$ cat config.mk
export PLATFORM = sky130hd
export DESIGN_NAME = bounded_deque_with_reverse
export DESIGN_NICKNAME = d
export VERILOG_FILES = /design/src/rtl/core/bdq_pkg.sv /design/src/rtl/core/bounded_deque_with_reverse.sv
export SDC_FILE = /design/constraint.sdc
export NUM_CORES = 1
export LEC_CHECK = 0
export ABC_AREA = 1
export ABC_CLOCK_PERIOD_IN_PS = 4800
export BUFFER_PORTS_ARGS = -buffer_cell sky130_fd_sc_hd__buf_2
export CORE_MARGIN = 2
export CORE_UTILIZATION = 30
export DETAILED_ROUTE_END_ITERATION = 6
export HOLD_SLACK_MARGIN = 0.15
export MAX_ROUTING_LAYER = met4
export PLACE_DENSITY_LB_ADDON = 0.05
export SLEW_MARGIN = 15
export SYNTH_ARGS = -nofsm -noshare
export SYNTH_HDL_FRONTEND = slang
export SYNTH_SLANG_ARGS = --single-unit
$ cat constraint.sdc
create_clock -name clk_i -period 4.8 [get_ports clk_i]
set_input_delay 0.24 -clock clk_i [delete_from_list [all_inputs] [get_ports clk_i]]
set_output_delay 0.24 -clock clk_i [all_outputs]
set_load 0.01 [all_outputs]
$ cat src/rtl/core/bdq_pkg.sv
// Package for the bounded deque: sizes, operation codes and status codes.
package bdq_pkg;

  // Store geometry (DEPTH is a power of two so the ring pointers wrap by truncation)
  localparam int unsigned DEPTH     = 16;
  localparam int unsigned WORD_BITS = 32;
  localparam int unsigned PTR_BITS  = $clog2(DEPTH);
  localparam int unsigned CNT_BITS  = $clog2(DEPTH + 1);

  // Port field widths
  localparam int unsigned KIND_BITS   = 3;
  localparam int unsigned STATUS_BITS = 2;
  localparam int unsigned FILL_BITS   = 5;

  // Operation codes
  localparam logic [KIND_BITS-1:0] KIND_PUSH_FRONT = 3'd0;
  localparam logic [KIND_BITS-1:0] KIND_PUSH_BACK  = 3'd1;
  localparam logic [KIND_BITS-1:0] KIND_POP_FRONT  = 3'd2;
  localparam logic [KIND_BITS-1:0] KIND_POP_BACK   = 3'd3;
  localparam logic [KIND_BITS-1:0] KIND_DUP_CHECK  = 3'd4;
  localparam logic [KIND_BITS-1:0] KIND_REVERSE    = 3'd5;

  // Status codes
  localparam logic [STATUS_BITS-1:0] STATUS_DONE  = 2'd0;
  localparam logic [STATUS_BITS-1:0] STATUS_EMPTY = 2'd1;
  localparam logic [STATUS_BITS-1:0] STATUS_FULL  = 2'd2;

  // Controller states
  typedef enum logic [1:0] {
    ST_IDLE = 2'b01,
    ST_SCAN = 2'b10
  } state_e;

endpackage

$ cat src/rtl/core/bounded_deque_with_reverse.sv
// Bounded double-ended queue with reverse and a scanning duplicate check.
// Push, pop, reverse, unused codes: result next cycle, one item per cycle unless output stalls.
// Duplicate check: one ring read per stored entry through the single read port of the store,
// so the result is registered once the last read has been compared (next cycle when empty).
// Reset (rst_ni low, asynchronous): queue empty, front pointer zero, direction normal,
// no result pending; the ring store itself is not cleared.
module bounded_deque_with_reverse
  import bdq_pkg::*;
(
  input  logic                        clk_i,
  input  logic                        rst_ni,
  input  logic                        in_valid_i,
  output logic                        in_ready_o,
  input  logic [KIND_BITS-1:0]        kind_i,
  input  logic signed [WORD_BITS-1:0] value_i,
  output logic                        out_valid_o,
  input  logic                        out_ready_i,
  output logic [STATUS_BITS-1:0]      status_o,
  output logic                        has_duplicate_o,
  output logic [FILL_BITS-1:0]        fill_level_o
);

  // Ring store, one write and one registered read port
  logic [WORD_BITS-1:0] ring_mem [DEPTH];
  logic                 mem_we;
  logic [PTR_BITS-1:0]  mem_waddr;
  logic [PTR_BITS-1:0]  mem_raddr;
  logic [WORD_BITS-1:0] mem_rdata_q;

  // Control state
  state_e              state_q, state_d;
  logic [PTR_BITS-1:0] front_q, front_d;
  logic [CNT_BITS-1:0] count_q, count_d;
  logic                rev_q, rev_d;

  // Scan state
  logic [CNT_BITS-1:0]  scan_idx_q, scan_idx_d;
  logic                 rd_vld_q, rd_vld_d;
  logic [1:0]           hits_q, hits_d;
  logic [WORD_BITS-1:0] key_q, key_d;

  // Output register
  logic                   out_valid_q, out_valid_d;
  logic [STATUS_BITS-1:0] status_q, status_d;
  logic                   dup_q, dup_d;
  logic [CNT_BITS-1:0]    fill_q, fill_d;

  logic in_xfer;
  logic out_xfer;
  logic phys_front;
  logic scan_issue;
  logic scan_hit;

  assign out_xfer   = out_valid_q & out_ready_i;
  assign in_ready_o = (state_q == ST_IDLE) & (~out_valid_q | out_ready_i);
  assign in_xfer    = in_valid_i & in_ready_o;

  // Which physical end the operation touches
  assign phys_front = ((kind_i == KIND_PUSH_FRONT) || (kind_i == KIND_POP_FRONT)) ^ rev_q;

  assign scan_issue = (state_q == ST_SCAN) & (scan_idx_q != count_q);
  assign scan_hit   = rd_vld_q & (mem_rdata_q == key_q);
  assign mem_raddr  = front_q + scan_idx_q[PTR_BITS-1:0];

  // Next-state logic
  always_comb begin
    state_d     = state_q;
    front_d     = front_q;
    count_d     = count_q;
    rev_d       = rev_q;
    scan_idx_d  = scan_idx_q;
    rd_vld_d    = scan_issue;
    hits_d      = hits_q;
    key_d       = key_q;
    out_valid_d = out_xfer ? 1'b0 : out_valid_q;
    status_d    = status_q;
    dup_d       = dup_q;
    fill_d      = fill_q;
    mem_we      = 1'b0;
    mem_waddr   = front_q + count_q[PTR_BITS-1:0];

    unique case (state_q)
      ST_IDLE: begin
        if (in_xfer) begin
          out_valid_d = 1'b1;
          status_d    = STATUS_DONE;
          dup_d       = 1'b0;
          if ((kind_i == KIND_PUSH_FRONT) || (kind_i == KIND_PUSH_BACK)) begin
            if (count_q == CNT_BITS'(DEPTH)) begin
              status_d = STATUS_FULL;
            end else begin
              mem_we  = 1'b1;
              count_d = count_q + CNT_BITS'(1);
              if (phys_front) begin
                front_d   = front_q - PTR_BITS'(1);
                mem_waddr = front_q - PTR_BITS'(1);
              end
            end
          end else if ((kind_i == KIND_POP_FRONT) || (kind_i == KIND_POP_BACK)) begin
            if (count_q == '0) begin
              status_d = STATUS_EMPTY;
            end else begin
              count_d = count_q - CNT_BITS'(1);
              if (phys_front) begin
                front_d = front_q + PTR_BITS'(1);
              end
            end
          end else if (kind_i == KIND_DUP_CHECK) begin
            // Nonempty store: hold the result and walk the live entries
            if (count_q != '0) begin
              out_valid_d = 1'b0;
              state_d     = ST_SCAN;
              scan_idx_d  = '0;
              hits_d      = '0;
              key_d       = value_i;
            end
          end else if (kind_i == KIND_REVERSE) begin
            rev_d = ~rev_q;
          end
          fill_d = count_d;
        end
      end
      ST_SCAN: begin
        if (scan_issue) begin
          scan_idx_d = scan_idx_q + CNT_BITS'(1);
        end
        // Saturating hit counter, only "more than one" matters
        if (scan_hit && (hits_q != 2'd2)) begin
          hits_d = hits_q + 2'd1;
        end
        // All reads issued and the last compare consumed
        if (!scan_issue && !rd_vld_q) begin
          out_valid_d = 1'b1;
          status_d    = STATUS_DONE;
          dup_d       = (hits_q == 2'd2);
          fill_d      = count_q;
          state_d     = ST_IDLE;
        end
      end
      default: begin
        state_d = ST_IDLE;
      end
    endcase
  end

  // Control registers
  always_ff @(posedge clk_i or negedge rst_ni) begin
    if (!rst_ni) begin
      state_q     <= ST_IDLE;
      front_q     <= '0;
      count_q     <= '0;
      rev_q       <= 1'b0;
      rd_vld_q    <= 1'b0;
      out_valid_q <= 1'b0;
    end else begin
      state_q     <= state_d;
      front_q     <= front_d;
      count_q     <= count_d;
      rev_q       <= rev_d;
      rd_vld_q    <= rd_vld_d;
      out_valid_q <= out_valid_d;
    end
  end

  // Payload registers
  always_ff @(posedge clk_i) begin
    scan_idx_q <= scan_idx_d;
    hits_q     <= hits_d;
    key_q      <= key_d;
    status_q   <= status_d;
    dup_q      <= dup_d;
    fill_q     <= fill_d;
  end

  // Ring store
  always_ff @(posedge clk_i) begin
    if (mem_we) begin
      ring_mem[mem_waddr] <= value_i;
    end
    mem_rdata_q <= ring_mem[mem_raddr];
  end

  assign out_valid_o     = out_valid_q;
  assign status_o        = status_q;
  assign has_duplicate_o = dup_q;
  assign fill_level_o    = FILL_BITS'(fill_q);

endmodule
==> flow_summary.ini, run 1 <==
[sta]
tightest_slew_ps = 1000
fin_crit_sh = 0.754
rsz0062_at_grt = false
setup-tns-final_ps = 0
finalCriticalPeriod_ps = 3620
max_freq_ghz = 0.276
hold_viol = 0
setup_viol = 0
worst_hold_slack_ps = 201
maxSlewHeadroom = 0.332
slew_viol_final = 0
fin_skew_ps = 29.5

[floorplan]
coreArea_sq_um = 82100
die_w_um = 292
row_count = 105
start_util = 0.303
die_h_um = 292
die-area_sq_um = 85200
ios = 49

[logic_synthesis]
syn_area_sq_um = 24900
synth_warnings = 0
syn-num-nets = 2112
synth.area.top_cells = edfxtp_1 68%, inv_1 4.7%, o21ai_0 4.4%, a21oi_1 3.8%, nand2_1 3.5%
yosys.area.top_type = edfxtp_1
synthDistinctLibCells = 40
ys_ff_latch = 605
synth_edf_count = 559
synthTopCellsByCount = 559 x edfxtp_1, 314 x inv_1, 231 x nand2_1, 217 x o21ai_0, 190 x a21oi_1
synth_top_area_frac = 0.675
async_flop_share = 0.0231
ys_seq_area_frac = 0.715
syn_area_per_cell_sq_um = 12.1
synth_flop_cell = edfxtp_1
netlist_instances = 2056
synth.most_common_cell = edfxtp_1

[placement]
io_buffers = 48
gp_congestion = 0.747
dp_hpwl_mm = 42.3

[drt]
vias = 15300
drtIter0Drc = 1132
via_per_inst = 4.65
drc = 0
wirelength_mm = 69.9
wl_per_cell_um = 21.3
first_pass_iters = 5
antenna_left = 0

[worst_setup_path]
cp.required_ps = 5090
r2r_start = state_q[0]
critical_path_arrival_ps = 3910
path_cells = ha_1 > nand3_2 > nor2_4 > nand2_4 > o21ai_1 > nand3_1 > nor2_4 > buf_4
path_common_cell = nor2_4
cp_slowest_stage_delay_ps = 850
critPathCapture = ring_mem[7][12]
crit_path_start = state_q[0]
r2r_setup_slack_ps = 1180
cp_max_fo = 26
ff2ff_path_depth = 8
startpoint_type = register
timing.rr.end = ring_mem[7][12]
critPathCaptureType = register
path_class = register to register
slowest_stage = nor2_4

[grt]
grt_pass1_wl_mm = 104
grt_max_degree = 66
grt_antenna_before_repair = 1
grtUsageTotal = 0.170
grt_pass1_vias = 15300
grt_overflow_total = 0

[clocking]
cts_sinks = 605
cts_tree = yes
cts_buffers = 71
root_buffer = clkbuf_16
postCtsSetupRepairBufs = 0
path_clk_slew_ps = 60
htreeDepth = 3
insertion_delay_ps = 600
clock_path_buffers = 3
cts_resized = 0

[layout]
nFillCells = 8068
final_nets = 2208
layout-drive-gt1-share = 0.101
area_growth_pct = 17.5

[worst_hold_path]
hold_class = input port to register

[outcome]
status = finished, final reports clean

[flow_run]
drv_cap = 0
per-stage QoR:
stage | cells | worst slack, ps | utilization | area, sq um
detailed placement | 3109 | 1120 | 0.324 | 26600
global route | 3277 | 849 | 0.356 | 29200
global placement | 3109 | 1240 | 0.324 | 26600
floorplan | 2056 | 1360 | - | 24900
finish | 3278 | 1180 | 0.356 | 29200
CTS | 3277 | 1100 | 0.356 | 29200
per-layer routing:
metal | part of all wire | GRT usage
met5 | 0 | -
met4 | 0.017 | 0.0436
met3 | 0.031 | 0.0239
met2 | 0.48 | 0.274
met1 | 0.47 | 0.225
worst max-delay path, delay by kind of cell (launching register included):
family          cells  cell delay, ps
compound gates      1             170
fa+ha+maj           1             320
buf+inv             1             300
flops               1             540
simple gates        5            1960
flip-flops by register name (all words and copies together), names as in the netlist, 2 cells and up:
register,flops
scan_idx_q,5
front_q,4
mem_rdata_q,32
state_q,2
ring_mem,512
status_o,2
count_q,5
key_q,32
hits_q,2
fill_level_o,5
area by class of cell:
type                    instances  area (sq um)  share of cell area
flip-flops and latches        605         17800               0.609
multi-input cells            1023          5570               0.191
clock buffers                 111          2060              0.0706
well taps                    1070          1340              0.0458
inverters                     316          1190              0.0406
repair buffers                135          1120              0.0383
clock inverters                17           156             0.00535
diodes                          1          2.50           0.0000857
cell usage in the layout, fill, tap and decap left out, types with 27 or more instances in the layout:
cell type	synthesis	layout
edfxtp_1	559	559
inv_1	314	314
nand2_1	231	231
o21ai_0	217	217
a21oi_1	190	190
nand3_1	129	129
clkbuf_16	0	75
o211ai_1	69	69
buf_2	47	48
dlygate4sd3_1	0	40
buf_4	3	37
dfxtp_1	32	32
clkbuf_1	51	31
o22ai_1	28	28
o21ai_1	27	27
repair_timing:
action / 4_1_cts / 5_1_grt
hold buffers: 40 / 0
endpoints found under the setup margin: 0 / 0
hold endpoints to repair: 551 / 0
cell families (layout without fill, tap and decap cells):
group	Yosys count	count (layout)	share of synthesized area
DFF	605	605	0.715
AOI/OAI and AO/OA	535	535	0.116
buffers and inverters	428	579	0.0675
and+or+nand+nor	423	423	0.0734
xor gates and xnor gates	41	41	0.0155
adders and majority gates	17	17	0.00916
muxes	7	7	0.00282
other	0	1	0
how the worst min path moves through the flow:
| stage | slack [ps] | endpoint | startpoint | cells past startpoint |
|---|---|---|---|---|
| floorplan | -60 | count_q[0] | rst_ni | 0 |
| global placement | 180 | out_valid_o | rst_ni | 1 |
| detailed placement | 180 | out_valid_o | rst_ni | 1 |
| CTS | 170 | front_q[1] | kind_i[2] | 4 |
| global route | 200 | front_q[1] | kind_i[2] | 4 |
| finish | 200 | front_q[1] | kind_i[2] | 4 |
Power of run 1 is left out: the tool's default activity adds up to more than one toggle a clock period on the data nets, which glitch-free logic cannot reach.
==> run 2, diff against run 1 <==
--- a/config.mk
+++ b/config.mk
@@ -5,8 +5,8 @@
 export SDC_FILE = /design/constraint.sdc
 export NUM_CORES = 1
 export LEC_CHECK = 0
-export ABC_AREA = 1
-export ABC_CLOCK_PERIOD_IN_PS = 4800
+export ABC_AREA = 0
+export ABC_CLOCK_PERIOD_IN_PS = 3780
 export BUFFER_PORTS_ARGS = -buffer_cell sky130_fd_sc_hd__buf_2
 export CORE_MARGIN = 2
 export CORE_UTILIZATION = 30
==> constraint.sdc (replaced) <==
create_clock -name clk_i -period 3.78 [get_ports clk_i]
set_input_delay 0.189 -clock clk_i [delete_from_list [all_inputs] [get_ports clk_i]]
set_output_delay 0.189 -clock clk_i [all_outputs]
set_load 0.01 [all_outputs]
==> flow_summary.ini, run 2 <==
[outcome]
status = finished, final reports clean

[drt]
wirelength_mm = 60.6
vias = 11700
via_per_inst = 4.76
wl_per_cell_um = 24.7
drtIter0Drc = 726
antenna_left = 0
first_pass_iters = 4
drc = 0

[placement]
io_buffers = 48
place_inst = 2275
dp_hpwl_mm = 32.8
gp_congestion = 0.745

[layout]
regMostFlops = ring_mem
area_growth_pct = 21.1
largest_reg_flops = 512
final_cells = 2454
layout_commonest_cell = edfxtp_1
layout-drive-gt1-share = 0.254
final_nets = 1408
final_cell_mix = 559 x edfxtp_1, 128 x mux4_2, 82 x nand2_1, 73 x clkbuf_16, 48 x buf_2
top_regs = ring_mem (512), key_q (32), mem_rdata_q (32)

[worst_setup_path]
slowest_stage = fa_4
cp.required_ps = 4210
startpoint_type = register
r2r_start = front_q[0]
crit_path_start = front_q[0]
path_cells = ha_4 > inv_1 > fa_4 > buf_4 > mux4_2 > and2_1 > a211oi_1 > a31oi_1
critPathCaptureType = register
critical_path_arrival_ps = 3620
cp_slowest_stage_delay_ps = 950
path_class = register to register
cp_max_fo = 19

[logic_synthesis]
ys_seq_area_frac = 0.754
syn-num-nets = 1260
syn_area_sq_um = 23600
yosys.area.top_type = edfxtp_1
synth_flop_cell = edfxtp_1
synth_warnings = 0
synth.area.top_cells = edfxtp_1 71%, mux4_2 12%, dfxtp_1 2.7%, xnor2_1 1.7%, dfrtp_1 1.4%
netlist_instances = 1204
synth_edf_count = 559
synthTopCellsByCount = 559 x edfxtp_1, 128 x mux4_2, 82 x nand2_1, 45 x xnor2_1, 39 x and2_1
async_flop_share = 0.0231
ys_ff_latch = 605
synthDistinctLibCells = 52
syn_area_per_cell_sq_um = 19.6
synth.most_common_cell = edfxtp_1
synth_top_area_frac = 0.712

[sta]
tightest_slew_ps = 911
finalCriticalPeriod_ps = 3190
fin_crit_sh = 0.843
max_freq_ghz = 0.314
hold_viol = 0
setup_viol = 0
maxSlewHeadroom = 0.388
fin_skew_ps = 21.7
rsz0062_at_grt = false
slew_viol_final = 0

[floorplan]
die_h_um = 284
die_w_um = 284
coreArea_sq_um = 77600
row_count = 102
ios = 49
die-area_sq_um = 80800
start_util = 0.304

[worst_hold_path]
min_from = state_q[0]
hold_class = register to register

[pwr]
power-per-cell-area_nw_per_um2 = 845
p_total_mw = 24.1
leakage_nw = 9.10
ir_drop_mv = 0.610

[clocking]
cts_sinks = 605
path_clk_slew_ps = 60
clock_path_buffers = 3
cts_buffers = 72
insertion_delay_ps = 600
root_buffer = clkbuf_16
htreeDepth = 3
cts_tree = yes

[grt]
grt_pass1_wl_mm = 88.9
grt_overflow_total = 0
grtUsageTotal = 0.156
grt_antenna_before_repair = 2
grt_pass1_vias = 12500
grt_max_degree = 41

[flow_run]
drv_cap = 0
run 2: path summary, 6_finish.rpt:
check / end / slack, ps / depth (start not counted)
min reg2reg: state_q[0] / 500 / 1
max: mem_rdata_q[27] / 590 / 8
min in group asynchronous: state_q[0] / 640 / 3
min: state_q[0] / 500 / 1
max reg2reg: mem_rdata_q[27] / 590 / 8
max in group asynchronous: state_q[1] / 1910 / 4
run 2: power breakdown:
group / leakage (nW) / switching, mW / internal, mW
registers: 5.48 / 0.318 / 7.95
clock network: 1.20 / 2.76 / 4.27
logic: 2.42 / 4.96 / 3.87
run 2: timing repair:
action / 4_1_cts / 5_1_grt
hold endpoints to repair: 567 / 0
hold buffers: 43 / 0
resized for setup: 0 / 0
setup buffers: 0 / 0
run 2: metrics by stage:
step | setup TNS [ps] | hold WS (ps) | util | cell area, sq um | setup WS, ps
floorplan | -3330 | -107 | - | 23600 | -52.0
global placement | 0 | 142 | 0.331 | 25700 | 594
detailed placement | 0 | 146 | 0.331 | 25700 | 585
CTS | 0 | 485 | 0.368 | 28600 | 559
global route | 0 | 518 | 0.368 | 28600 | 411
finish | 0 | 501 | 0.368 | 28600 | 594
run 2: cell type report:
cell class | instances | area (sq um)
Sequential cell | 605 | 17800
Antenna cell | 3 | 7.51
Timing Repair Buffer | 133 | 1250
Multi-Input combinational cell | 526 | 5750
Fill cell | 7284 | 49000
Clock inverter | 28 | 340
Clock buffer | 105 | 2090
Tap cell | 1040 | 1300
Inverter | 14 | 52.6
run 2: logic make-up (layout without fill, tap and decap cells):
family,count (synthesis),after routing,share of synthesized area
xor+xnor,58,58,0.0215
buf+inv,73,280,0.0139
other cells,0,3,0
simple gates,195,195,0.0421
flops,605,605,0.754
compound gates,128,128,0.0365
mux,128,128,0.122
fa+ha+maj,17,17,0.00966
run 2: metal layers:
layer | vias to the layer above | GRT usage | routed length (um)
met2 | 197 | 0.251 | 29400
met5 | - | - | 0
li1 | 5212 | - | -
met3 | 94 | 0.0240 | 1840
met1 | 6171 | 0.207 | 28000
met4 | 0 | 0.0436 | 1380
run 2: critical path: cells and delay by family (launching register included):
kind	cells	cell delay (ps)
buffers and inverters	2	430
DFF	1	570
muxes	1	340
adders and majority gates	2	1140
AOI/OAI and AO/OA	2	360
and+or+nand+nor	1	170
No activity file was read; power rests on OpenSTA's default activity.
==> run 3, diff against run 2 <==
--- a/config.mk
+++ b/config.mk
@@ -5,8 +5,8 @@
 export SDC_FILE = /design/constraint.sdc
 export NUM_CORES = 1
 export LEC_CHECK = 0
-export ABC_AREA = 0
-export ABC_CLOCK_PERIOD_IN_PS = 3780
+export ABC_AREA = 1
+export ABC_CLOCK_PERIOD_IN_PS = 3300
 export BUFFER_PORTS_ARGS = -buffer_cell sky130_fd_sc_hd__buf_2
 export CORE_MARGIN = 2
 export CORE_UTILIZATION = 30
==> constraint.sdc (replaced) <==
create_clock -name clk_i -period 3.3 [get_ports clk_i]
set_input_delay 0.165 -clock clk_i [delete_from_list [all_inputs] [get_ports clk_i]]
set_output_delay 0.165 -clock clk_i [all_outputs]
set_load 0.01 [all_outputs]
==> flow_summary.ini, run 3 (synthesis results as in run 1) <==
[sta]
fin_crit_sh = 0.877
fin_skew_ps = 27.1
finalCriticalPeriod_ps = 2890
max_freq_ghz = 0.346
setup_viol = 0
hold_viol = 0
maxSlewHeadroom = 0.501
setup-tns-final_ps = 0
worst_hold_slack_ps = 241
tightest_slew_ps = 746
rsz0062_at_grt = false
slew_viol_final = 0

[worst_setup_path]
cp_slowest_stage_delay_ps = 490
crit_path_start = count_q[0]
r2r_setup_slack_ps = 410
cp_max_fo = 19
critical_path_arrival_ps = 3150
critPathCaptureType = register
r2r_start = count_q[0]
cp.required_ps = 3560
path_class = register to register
slowest_stage = dfrtp_1
path_common_cell = nor2_4
timing.rr.end = ring_mem[11][21]
startpoint_type = register
path_cells = inv_1 > ha_1 > nand3_2 > nand2_2 > nor2_4 > nand2_4 > o21ai_1 > nand3_1 > nor2_4 > buf_4
ff2ff_path_depth = 10

[floorplan]
die_h_um = 292
coreArea_sq_um = 82100
ios = 49
die_w_um = 292
row_count = 105
die-area_sq_um = 85200
start_util = 0.303

[drt]
vias = 15300
wirelength_mm = 68.9
first_pass_iters = 5
drc = 0
via_per_inst = 4.60
antenna_left = 0
drtIter0Drc = 846
wl_per_cell_um = 20.7

[grt]
grt_antenna_before_repair = 1
grt_max_degree = 83
grt_overflow_total = 0
grt_pass1_vias = 15300
grtUsageTotal = 0.167
grt_pass1_wl_mm = 102

[clocking]
cts_buffers = 72
insertion_delay_ps = 620
cts_sinks = 605
hold_buffers = 43
clock_path_buffers = 3
cts_tree = yes
cts_resized = 0
root_buffer = clkbuf_16
htreeDepth = 3
path_clk_slew_ps = 60
postCtsSetupRepairBufs = 0

[worst_hold_path]
hold_class = input port to register
min_from = out_ready_i
holdPathStages = 7
hold_end = count_q[3]

[layout]
layout-drive-gt1-share = 0.117
final_cell_mix = 559 x edfxtp_1, 314 x inv_1, 231 x nand2_1, 217 x o21ai_0, 190 x a21oi_1
layout_commonest_cell = edfxtp_1
area_growth_pct = 19.8
fin_area_sq_um = 29800
top_regs = ring_mem (512), key_q (32), mem_rdata_q (32)
n_antenna_cell = 0
final_cells = 3320
final_nets = 2248
largest_reg_flops = 512
regMostFlops = ring_mem

[flow_run]
drv_cap = 0

[placement]
io_buffers = 48
dp_hpwl_mm = 40.8
gp_congestion = 0.746
place_inst = 3145
placed_cell_area_sq_um = 27000

[outcome]
status = finished, final reports clean
==> run 3: changes by cell type in the layout (fill, tap and decap cells not counted), moves of 20 or more <==
cell      delta
a211oi_1    -32
a21oi_1    +176
a31oi_1     -33
and2_1      -39
buf_4       +37
inv_1      +301
mux4_2     -128
nand2_1    +149
nand3_1    +116
o211ai_1    +69
o21ai_0    +214
o21ai_1     +20
o22ai_1     +28
xnor2_1     -25
==> run 3: final cells by class <==
| class | count | area, sq um |
|---|---|---|
| clock buffers | 103 | 2020 |
| flip-flops and latches | 605 | 17800 |
| clock inverters | 29 | 292 |
| multi-input cells | 1023 | 5570 |
| well taps | 1070 | 1340 |
| fillers | 7953 | 52300 |
| inverters | 316 | 1190 |
| repair buffers | 174 | 1610 |
==> run 3: how the worst max path moves through the flow <==
stage | endpoint | slack [ps] | depth (start not counted)
2_1_floorplan | ring_mem[4][0] | -140 | 12
3_3_place_gp | ring_mem[7][22] | 380 | 10
3_5_place_dp | ring_mem[7][22] | 350 | 10
4_1_cts | ring_mem[7][18] | 360 | 10
5_1_grt | ring_mem[7][28] | 120 | 10
6_report | ring_mem[11][21] | 410 | 10
==> run 3: layer usage <==
layer	global-route usage	up-vias	share of wire
li1	-	7478	-
met2	0.279	202	0.49
met1	0.208	7495	0.45
met4	0.0541	0	0.031
met5	-	-	0
met3	0.0242	106	0.027
==> run 3: metrics by stage <==
| step | setup WS (ps) | util |
|---|---|---|
| CTS | 364 | 0.363 |
| global placement | 378 | 0.329 |
| detailed placement | 348 | 0.329 |
| finish | 407 | 0.363 |
| floorplan | -140 | - |
| global route | 125 | 0.363 |
==> run 3: worst max-delay path: cells and delay by family, from the launching register on <==
family | cells | cell delay (ps)
simple gates | 6 | 1110
fa+ha+maj | 1 | 250
compound gates | 1 | 170
buf+inv | 2 | 510
flops | 1 | 490
Power of run 3 is left out for the same reason.
